<file path="src/hdl/kwm_pkg.sv">
// Shared constants and types for the k-way sorted stream merge.
// Used by kwm_ctrl, kwm_datapath and k_way_sorted_stream_merge; depends on nothing.
package kwm_pkg;

	localparam int unsigned SRC_W           = 3;
	localparam int unsigned VAL_W           = 64;
	localparam int unsigned CNT_W           = 4;
	localparam int unsigned SRC_SLOTS       = 8;
	localparam int unsigned MAX_SOURCES_DEF = 8;
	localparam int unsigned TDATA_W         = 72;
	localparam int unsigned PAD_W           = TDATA_W - VAL_W - SRC_W;

	localparam logic [CNT_W-1:0] CFG_RESET = 4'd8;

	typedef struct packed {
		logic write_head;
		logic emit;
	} kwm_cmd_t;

	typedef struct packed {
		logic can_emit;
		logic best_last;
	} kwm_sts_t;

endpackage

</file>
<file path="src/hdl/kwm_datapath.sv">
// Datapath of the merge: head registers, pairwise order matrix, winner select
// and the result register. Depends on kwm_pkg.
module kwm_datapath import kwm_pkg::*; #(
	parameter int unsigned MAX_SOURCES = MAX_SOURCES_DEF
) (
	input  logic             clk,
	input  logic             arst_n,
	input  logic             cfg_valid,
	input  logic [CNT_W-1:0] cfg_data,
	input  logic [SRC_W-1:0] in_source,
	input  logic [VAL_W-1:0] in_value,
	input  logic             in_last,
	input  kwm_cmd_t         cmd,
	output kwm_sts_t         sts,
	output logic [VAL_W-1:0] out_smallest,
	output logic [SRC_W-1:0] out_source,
	output logic             out_done
);

	localparam int unsigned SLOTS = (MAX_SOURCES < SRC_SLOTS) ? MAX_SOURCES : SRC_SLOTS;
	localparam int unsigned IDX_W = $clog2(SLOTS);

	logic [CNT_W-1:0] cfg_q;
	logic [CNT_W-1:0] n_eff;
	logic [VAL_W-1:0] hv_q [SLOTS];
	logic [SLOTS-1:0] lt_q [SLOTS];
	logic [SLOTS-1:0] last_q;
	logic [SLOTS-1:0] valid_q;
	logic [SLOTS-1:0] fin_q;
	logic [SLOTS-1:0] active;
	logic [SLOTS-1:0] cand;
	logic [SLOTS-1:0] win;
	logic [SLOTS-1:0] best_oh;
	logic [SLOTS-1:0] fin_after;
	logic [IDX_W-1:0] wr_idx;
	logic [IDX_W-1:0] best_idx;
	logic             take;
	logic             ready_all;
	logic             done;

	always_ff @(posedge clk or negedge arst_n) begin
		if (!arst_n) begin
			cfg_q <= CFG_RESET;
		end else if (cfg_valid) begin
			cfg_q <= cfg_data;
		end
	end

	always_comb begin
		priority if (cfg_q == '0) begin
			n_eff = CNT_W'(1);
		end else if (cfg_q > CNT_W'(SLOTS)) begin
			n_eff = CNT_W'(SLOTS);
		end else begin
			n_eff = cfg_q;
		end
	end

	assign wr_idx = in_source[IDX_W-1:0];
	assign take   = cmd.write_head && ({1'b0, in_source} < n_eff) &&
	                !valid_q[wr_idx] && !fin_q[wr_idx];

	// A source wins when it beats every other candidate; ties go to the lower index.
	always_comb begin
		for (int i = 0; i < SLOTS; i++) begin
			active[i] = CNT_W'(i) < n_eff;
			cand[i]   = active[i] && valid_q[i] && !fin_q[i];
		end
		for (int i = 0; i < SLOTS; i++) begin
			win[i] = cand[i];
			for (int j = 0; j < SLOTS; j++) begin
				if (j != i && cand[j]) begin
					if (j < i) begin
						win[i] = win[i] && lt_q[i][j];
					end else begin
						win[i] = win[i] && !lt_q[j][i];
					end
				end
			end
		end
		best_idx = '0;
		for (int i = SLOTS - 1; i >= 0; i--) begin
			if (win[i]) begin
				best_idx = IDX_W'(i);
			end
		end
		best_oh           = '0;
		best_oh[best_idx] = |win;
	end

	assign ready_all     = &(~active | fin_q | valid_q);
	assign fin_after     = fin_q | (best_oh & last_q);
	assign done          = &(fin_after | ~active);
	assign sts.can_emit  = ready_all && (|cand);
	assign sts.best_last = last_q[best_idx];

	always_ff @(posedge clk or negedge arst_n) begin
		if (!arst_n) begin
			valid_q <= '0;
			last_q  <= '0;
			fin_q   <= '0;
		end else if (take) begin
			valid_q[wr_idx] <= 1'b1;
			last_q[wr_idx]  <= in_last;
		end else if (cmd.emit) begin
			valid_q[best_idx] <= 1'b0;
			fin_q             <= fin_after;
		end
	end

	// The order matrix holds lt_q[i][j] = head i below head j for every written pair.
	always_ff @(posedge clk) begin
		if (take) begin
			hv_q[wr_idx] <= in_value;
			for (int j = 0; j < SLOTS; j++) begin
				if (IDX_W'(j) != wr_idx) begin
					lt_q[wr_idx][j] <= in_value < hv_q[j];
					lt_q[j][wr_idx] <= hv_q[j] < in_value;
				end
			end
		end
	end

	always_ff @(posedge clk) begin
		if (cmd.emit) begin
			out_smallest <= hv_q[best_idx];
			out_source   <= SRC_W'(best_idx);
			out_done     <= done;
		end
	end

`ifndef NO_ASSERTIONS
	a_no_valid_finished: assert property (@(posedge clk) disable iff (!arst_n)
		(valid_q & fin_q) == '0)
		else $error("A finished source still holds a head.");

	a_emit_valid_head: assert property (@(posedge clk) disable iff (!arst_n)
		cmd.emit |-> valid_q[best_idx] && sts.can_emit)
		else $error("Result taken from a source without a head.");

	a_emit_clears_head: assert property (@(posedge clk) disable iff (!arst_n)
		cmd.emit |=> $countones(valid_q) == $countones($past(valid_q)) - 1)
		else $error("Emitted head was not released.");
`endif

endmodule

</file>
<file path="src/hdl/kwm_ctrl.sv">
// Controller of the merge: accept/evaluate state machine and the result valid flag.
// Depends on kwm_pkg.
module kwm_ctrl import kwm_pkg::*; (
	input  logic     clk,
	input  logic     arst_n,
	input  logic     s_tvalid,
	output logic     s_tready,
	output logic     m_tvalid,
	input  logic     m_tready,
	input  kwm_sts_t sts,
	output kwm_cmd_t cmd
);

	localparam logic ST_IDLE = 1'b0;
	localparam logic ST_EVAL = 1'b1;

	logic state_q;
	logic state_d;
	logic m_valid_q;
	logic slot_free;

	assign slot_free = !m_valid_q || m_tready;
	assign s_tready  = state_q == ST_IDLE;
	assign m_tvalid  = m_valid_q;

	always_comb begin
		state_d        = state_q;
		cmd.write_head = 1'b0;
		cmd.emit       = 1'b0;
		unique case (state_q)
			ST_IDLE: begin
				if (s_tvalid) begin
					cmd.write_head = 1'b1;
					state_d        = ST_EVAL;
				end
			end
			ST_EVAL: begin
				if (!sts.can_emit) begin
					state_d = ST_IDLE;
				end else if (slot_free) begin
					cmd.emit = 1'b1;
					state_d  = sts.best_last ? ST_EVAL : ST_IDLE;
				end
			end
			default: begin
				state_d = ST_IDLE;
			end
		endcase
	end

	always_ff @(posedge clk or negedge arst_n) begin
		if (!arst_n) begin
			state_q   <= ST_IDLE;
			m_valid_q <= 1'b0;
		end else begin
			state_q <= state_d;
			if (cmd.emit) begin
				m_valid_q <= 1'b1;
			end else if (m_tready) begin
				m_valid_q <= 1'b0;
			end
		end
	end

`ifndef NO_ASSERTIONS
	a_accept_to_eval: assert property (@(posedge clk) disable iff (!arst_n)
		(s_tvalid && s_tready) |=> state_q == ST_EVAL)
		else $error("Accepted transaction was not evaluated.");

	a_no_overwrite: assert property (@(posedge clk) disable iff (!arst_n)
		!(cmd.emit && m_valid_q && !m_tready))
		else $error("Result register overwritten before it was taken.");

	a_plain_emit_idle: assert property (@(posedge clk) disable iff (!arst_n)
		(cmd.emit && !sts.best_last) |=> state_q == ST_IDLE)
		else $error("Evaluation continued after a head that was not last.");
`endif

endmodule

</file>
<file path="src/hdl/k_way_sorted_stream_merge.sv">
// Top level of the k-way sorted stream merge: ports, packing, and the
// controller and datapath instances. Depends on kwm_pkg, kwm_ctrl, kwm_datapath.
//
// Channel  Direction  Handshake                  Payload
// s_axis   in         s_axis_tvalid/tready       tdata: source, value; tlast: last
// m_axis   out        m_axis_tvalid/tready       tdata: smallest, from_source;
//                                                tlast: merge_done
// cfg      in         cfg_valid/cfg_ready        cfg_data: active_sources
//
// An input transaction stores the head and updates the pairwise order matrix, then,
// if every active open source holds a head, selects the smallest and loads the result.
// Each result whose head was marked last is followed by a search for a further result.
// The output register lets the next input transaction in while a result waits.
// A stalled output holds the evaluation until the result register drains.
// Reset clears all head and finished flags and sets active_sources to 8.
module k_way_sorted_stream_merge import kwm_pkg::*; #(
	parameter int unsigned MAX_SOURCES = MAX_SOURCES_DEF
) (
	input  logic               clk,
	input  logic               arst_n,
	input  logic               cfg_valid,
	output logic               cfg_ready,
	input  logic [CNT_W-1:0]   cfg_data,
	input  logic               s_axis_tvalid,
	output logic               s_axis_tready,
	input  logic [TDATA_W-1:0] s_axis_tdata,   // source [2:0], value [66:3], zeros above
	input  logic               s_axis_tlast,
	output logic               m_axis_tvalid,
	input  logic               m_axis_tready,
	output logic [TDATA_W-1:0] m_axis_tdata,   // smallest [63:0], from_source [66:64], zeros above
	output logic               m_axis_tlast
);

	kwm_cmd_t         cmd;
	kwm_sts_t         sts;
	logic [VAL_W-1:0] out_smallest;
	logic [SRC_W-1:0] out_source;

	assign cfg_ready = 1'b1;

	kwm_ctrl u_ctrl (
		.clk      (clk),
		.arst_n   (arst_n),
		.s_tvalid (s_axis_tvalid),
		.s_tready (s_axis_tready),
		.m_tvalid (m_axis_tvalid),
		.m_tready (m_axis_tready),
		.sts      (sts),
		.cmd      (cmd)
	);

	kwm_datapath #(
		.MAX_SOURCES (MAX_SOURCES)
	) u_datapath (
		.clk          (clk),
		.arst_n       (arst_n),
		.cfg_valid    (cfg_valid),
		.cfg_data     (cfg_data),
		.in_source    (s_axis_tdata[SRC_W-1:0]),
		.in_value     (s_axis_tdata[SRC_W+VAL_W-1:SRC_W]),
		.in_last      (s_axis_tlast),
		.cmd          (cmd),
		.sts          (sts),
		.out_smallest (out_smallest),
		.out_source   (out_source),
		.out_done     (m_axis_tlast)
	);

	assign m_axis_tdata = {{PAD_W{1'b0}}, out_source, out_smallest};

endmodule

</file>
<file path="config.mk">
export PLATFORM = sky130hd
export DESIGN_NAME = k_way_sorted_stream_merge
export DESIGN_NICKNAME = d
export VERILOG_FILES = /design/src/hdl/kwm_pkg.sv /design/src/hdl/kwm_datapath.sv /design/src/hdl/kwm_ctrl.sv /design/src/hdl/k_way_sorted_stream_merge.sv
export SDC_FILE = /design/constraint.sdc
export NUM_CORES = 2
export LEC_CHECK = 0
export CORE_AREA = 2 2 281 255
export CTS_CLUSTER_DIAMETER = 30
export DETAILED_ROUTE_END_ITERATION = 12
export DIE_AREA = 0 0 283 257
export DONT_BUFFER_PORTS = 1
export MAX_ROUTING_LAYER = met4
export SYNTH_ARGS = -nofsm -noshare
export SYNTH_HDL_FRONTEND = slang
export SYNTH_HIERARCHICAL = 1
export SYNTH_SLANG_ARGS = --single-unit
</file>
<file path="constraint.sdc">
create_clock -name clk -period 15.7 [get_ports clk]
set_clock_uncertainty 0.15 [all_clocks]
set_input_delay 0.785 -clock clk [delete_from_list [all_inputs] [get_ports clk]]
set_output_delay 0.785 -clock clk [all_outputs]
set_load 0.01 [all_outputs]
</file>
Word level (Yosys, flattened, before mapping)
Memories as Yosys holds them, arrays and structs flattened. A register that Yosys moved wholly into a read port is not among the register bits.
Cells that the tools add are included.
{ "classes": {"order_cmp": 30, "n_bitwise": 12, "reduce_logical": 127, "n_mux": 124, "n_eq_ne": 7} }
{ "op_table": {"columns": ["cell", "count"], "rows": [
  ["64-bit < comparator", 16],
  ["1-bit 2-to-1 mux", 97],
  ["8-bit 2-to-1 mux", 10],
  ["1-bit logical AND", 78],
  ["8-bit OR", 5],
  ["1-bit logical NOT", 39],
  ["8-bit bitwise AND", 3],
  ["3-bit 2-to-1 mux", 8],
  ["3-bit by 4-bit < comparator with 1-bit output, first input constant", 4],
  ["8-bit NOT", 2],
  ["8-bit AND reduction", 2],
  ["8-bit OR reduction", 2],
  ["3-bit != test, first input constant", 4],
  ["1-bit binary-select mux with 3-bit select", 3],
  ["8-bit bitwise mux", 1],
  ["1-bit by 4-bit < comparator with 1-bit output, first input constant", 2],
  ["2-bit by 4-bit < comparator with 1-bit output, first input constant", 2],
  ["3-bit by 4-bit < comparator with 1-bit output, second input constant", 2],
  ["4-bit 2-to-1 mux", 2],
  ["1-bit demux with 3-bit select", 2],
  ["3-bit by 1-bit >= comparator with 1-bit output, second input constant", 2],
  ["2-bit by 3-bit != test with 1-bit output, first input constant", 2],
  ["4-bit greater-than comparator, second input constant", 1],
  ["4-bit logical NOT", 1],
  ["other kinds (8)", 10]
]} }
{ "totals": {"mem_bits_rw": 576, "reg_bits": 34, "n_memories": 2, "out_inout_bits": 76, "elab_cells": 310, "in_bits": 82} }
{ "memory_table": {"columns": ["name", "words", "word_bits", "rd", "rd_clocked_by_memory_dff", "write_ports", "line_no", "rtl"], "rows": [
  ["u_datapath.hv_q", 8, 64, 9, 1, 1, "kwm_datapath.sv:25", "logic [VAL_W-1:0] hv_q [SLOTS];"],
  ["u_datapath.lt_q", 8, 8, 7, 0, 9, "kwm_datapath.sv:26", "logic [SLOTS-1:0] lt_q [SLOTS];"]
]} }

Logic depth before layout (Yosys ltp)
{ "logic_depth": {"depth_word": 37, "ltp_mapped": 14, "ltp_nobuf": 11} }

Hierarchy
Netlist, hierarchy kept.
{ "modules_own_cells": {"columns": ["module", "cells_per_inst", "instances", "seq_area_each_um2", "area_each_um2"], "rows": [
  ["kwm_datapath", 2720, 1, 18959.4, 34540.6],
  ["kwm_ctrl", 11, 1, 50.0, 102.6],
  ["k_way_sorted_stream_merge", 8, 1, 0.0, 52.6]
]} }

Worst setup path before layout
Ideal clock, no wire load.
{ "synth_path": {"path_kind": "reg2reg", "from": "reg u_datapath.cfg_q[1]", "to": "reg u_datapath.valid_q[3]", "synth_period_minus_slack_ns": 6.133, "path_buffers": 2, "stages_incl_launch_ff": 12, "t_arrival_ns": 5.837, "setup_slack_ns": 9.567, "required_time_ns": 15.405, "setup_time_ns": 0.145, "path_cell_list": "dfrtp_1 > buf_2 > a211oi_1 > nor3_1 > nor4_1 > o221ai_1 > a41oi_1 > nand2_1 > nor2b_1 > a21boi_1 > clkbuf_1 > a22oi_1"} }
{ "synth_rtl": {"columns": ["element", "line_no", "rtl"], "rows": [
  ["start, declared", "kwm_datapath.sv:23", "logic [CNT_W-1:0] cfg_q;"],
  ["start signal, assigned", "kwm_datapath.sv:45", "cfg_q <= cfg_data;"],
  ["end signal, assigned", "kwm_datapath.sv:99", "valid_q <= '0;"],
  ["end signal, assigned by index", "kwm_datapath.sv:103", "valid_q[wr_idx] <= 1'b1;"],
  ["end signal, assigned by index", "kwm_datapath.sv:106", "valid_q[best_idx] <= 1'b0;"],
  ["end, declared", "kwm_datapath.sv:28", "logic [SLOTS-1:0] valid_q;"]
]} }

==> results.cfg <==
[floorplanning]
io_pins = 158
dieArea_um2 = 72700
die_w_um = 283
rows = 92
core_um2 = 69600
start_util_pct = 49.8
die_y_um = 257

[cells_and_area]
layout.nets = 3498
syn2layout_area_growth_pct = 19.0
final_core_util_pct = 59.3
drive_gt1_share_pct = 9.44

[critical_path]
rrSetupSlack_ns = 10.65
rr_startpoint = u_datapath/cfg_q[3]$_DFFE_PN1P_
cp_common_cell = buf_4
start_kind = register
cp_slowest_cell = or4_1
slowest_delay_ns = 0.79
critPathTopFamily = simple AND/OR/NAND/NOR gates
cp_max_fo = 37
worstSetupPathType = reg2reg
path_buf_inv = 4
r2r_cells = 13
cp_cell_sequence = nor2_1, or4b_4, a2bb2oi_1, nor4b_4, buf_4, or4_1, nor3_4, buf_4, buf_4, a211oi_1, o21ai_1, inv_1, a31oi_1
timing.rr.end = u_ctrl/state_q$_DFF_PN0_
cp-end-kind = register
arrival_ns = 5.53
cp.required_ns = 16.18

[sta]
holdWs_ns = 0.0455
fin_ws_ns = 10.65
finalHoldViolations = 0
fin_tns_setup_ns = 0
setup_viol = 0
min_period_ns = 5.05
worst_slew_pin_slew_ns = 1.19
slew_headroom_pct = 20.2
rsz0062_at_grt = no
maxSlewViolCount = 0
fmax_ghz = 0.198
post-route-period-util_pct = 32.2

[global_routing]
grt_max_degree = 51
antenna_found_initial = 1
grt_pass1_wl_um = 169000
first_global_vias = 25936
grt.overflow.total = 0
gr-usage-all-layers_pct = 32.3

[yosys]
synth-async-reset-ratio_pct = 4.70
synth_compound_area_share_pct = 14.3
synth_top_cell_area_share_pct = 52.6
synthCells = 2739
yosys.area_share.simple_pct = 9.27
synth_mux_area_share_pct = 0.317
synth_area_leaders = edfxtp_1 (53%), ha_1 (18%), a22oi_1 (2.9%)
synth.avg_cell_area_um2 = 12.7
synth.distinct_cells = 72
synth_top_family_by_area = adder cells
synth-xor-area-share_pct = 0
synth_seq_cells = 638
ys.flop_type = edfxtp_1
synth_warnings = 6
synthesis.area_um2 = 34700
synthAdderAreaFrac_pct = 18.5
synth_edf_count = 608
synth_top_area_cell = edfxtp_1
synth_seq_area_share_pct = 54.8

[flow_run]
maxCapViolations = 0

[clock_tree]
clk_latency_ns = 0.72
cts-root-buf = clkbuf_16
numCtsBuffers = 142
cts_buffer_depth = 3
cts.reportedPaths.clkPinSlew_ns = 0.05
cts_num_sinks = 638
cts_tree = yes
cts_max_level = 4

[min_path]
holdPathEnd = u_datapath/last_q[1]$_DFFE_PN0P_
hold_depth = 2
min_path_type = in2reg
hp-start = s_axis_tlast

[detailed_routing]
wl_um = 116000
firstDrtPassIters = 6
drt-vias-per-instance = 6.60
drc = 0
drtAntennaViolNets = 0
vias = 26117
routedWlPerCell_um = 29.2
drt-initial-drc-count = 3487

[pwr]
powerDensity_nw_per_um2 = 148
vdd_drop_max_uv = 115
p_leak_nw = 16.4
power_mw = 6.11

[placed_design]
preCtsSetupSlack_ns = 10.78
gp_congestion = 0.949
hpwl_um = 76900
io_buffers = 0

[outcome]
status = finished, final reports clean
## power breakdown
group          internal [mW]  switching, mW  leakage, nW
registers               2.01         0.0642         5.86
logic                  0.332          0.746         8.20
clock network           1.99          0.961         2.32
## registers in the layout (all words and copies together) (netlist names)
register,flops
u_datapath/out_smallest,64
u_datapath/cfg_q,4
u_datapath/out_done,1
u_datapath/out_source,3
u_datapath/valid_q,8
u_datapath/lt_q,28
u_datapath/fin_q,8
u_datapath/last_q,8
u_datapath/hv_q,512
u_ctrl/m_tvalid,1
u_ctrl/state_q,1
## repair_timing
item / 4_1_cts / 5_1_grt
hold endpoints to repair: 545 / 0
buffers inserted: 0 / 0
resized for setup: 0 / 0
hold buffers: 67 / 0
## stage by stage
step                      area (um^2)  instances
after global placement          35800       3632
after CTS                       41300       3958
after floorplan                 34700       2743
after global routing            41300       3959
after detailed placement        35800       3632
final                           41300       3959
## metal layers
metal	routed length (um)	global-route usage, %
met3	11500	6.65
met4	2960	10.1
met5	0	-
met1	50000	45.1
met2	51300	47.4
## worst max path at each step
stage / from / endpoint / slack [ns] / cells after the start
final: u_datapath/cfg_q[3]$_DFFE_PN1P_ / u_ctrl/state_q$_DFF_PN0_ / 10.65 / 13
after global routing: u_datapath/cfg_q[3]$_DFFE_PN1P_ / u_ctrl/state_q$_DFF_PN0_ / 10.54 / 13
after CTS: u_datapath/cfg_q[3]$_DFFE_PN1P_ / u_ctrl/state_q$_DFF_PN0_ / 10.78 / 13
after detailed placement: u_datapath/cfg_q[3]$_DFFE_PN1P_ / u_ctrl/state_q$_DFF_PN0_ / 10.78 / 13
after global placement: u_datapath/cfg_q[3]$_DFFE_PN1P_ / u_ctrl/state_q$_DFF_PN0_ / 10.81 / 13
after floorplan: u_datapath/cfg_q[1]$_DFFE_PN0P_ / u_datapath/valid_q[3]$_DFFE_PN0P_ / 9.57 / 11
## final cells by class
type | instances | area, um^2
fillers | 5522 | 28400
flip-flops and latches | 638 | 19000
multi-input cells | 1864 | 14800
clock buffers | 166 | 3740
well taps | 940 | 1180
clock inverters | 93 | 1050
repair buffers | 95 | 891
inverters | 162 | 618
diodes | 1 | 2.50
## Yosys cell counts (5+ instances only)
cell       instances
a2111oi_0         14
clkbuf_1          57
nor2b_1           21
a211oi_1          25
a2bb2oi_1         11
a222oi_1          66
or3_1              6
ha_1             513
nand3_1           44
a221oi_1          19
a211o_1            6
buf_4              8
nor3_1            41
o221ai_1           9
o21bai_1           5
and4_1            18
o211ai_1          17
nand2_1          212
inv_1            162
or4_1              9
nand4_1          136
a31o_2             5
dfrtp_1           29
a31oi_1           11
and3_1            11
nor4_1            17
a22oi_1          135
nand2b_1          16
o21a_1            22
edfxtp_1         608
a21o_1            70
o21ai_0          102
mux2_2             6
a21oi_1          146
nor2_1            80
buf_2              7
a221o_1            7
## logic make-up after synthesis
group	Yosys count
other	2
adder cells (fa/ha/maj)	513
flip-flops	638
AO/OA/AOI/OAI	707
multiplexers	9
buffers and inverters	241
AND/OR/NAND/NOR	629
## cell usage in the layout, fill, tap and decap left out, drive strengths merged, types with 18 or more instances in the layout
master / netlist / routed
a22oi: 135 / 135
clkinv: 0 / 62
clkbuf: 57 / 166
ha: 513 / 513
nor2b: 21 / 21
nor3: 42 / 42
bufinv: 0 / 18
a222oi: 66 / 66
and4: 18 / 18
nor2: 80 / 80
a21oi: 146 / 146
edfxtp: 608 / 608
a211oi: 25 / 25
dlygate4sd3: 0 / 66
nand2: 212 / 212
buf: 22 / 29
nand4: 136 / 136
inv: 162 / 165
a21o: 70 / 70
o21a: 22 / 22
a221oi: 19 / 19
o21ai: 105 / 105
nand3: 44 / 44
dfrtp: 29 / 29
(Power assumes the default switching activity.)
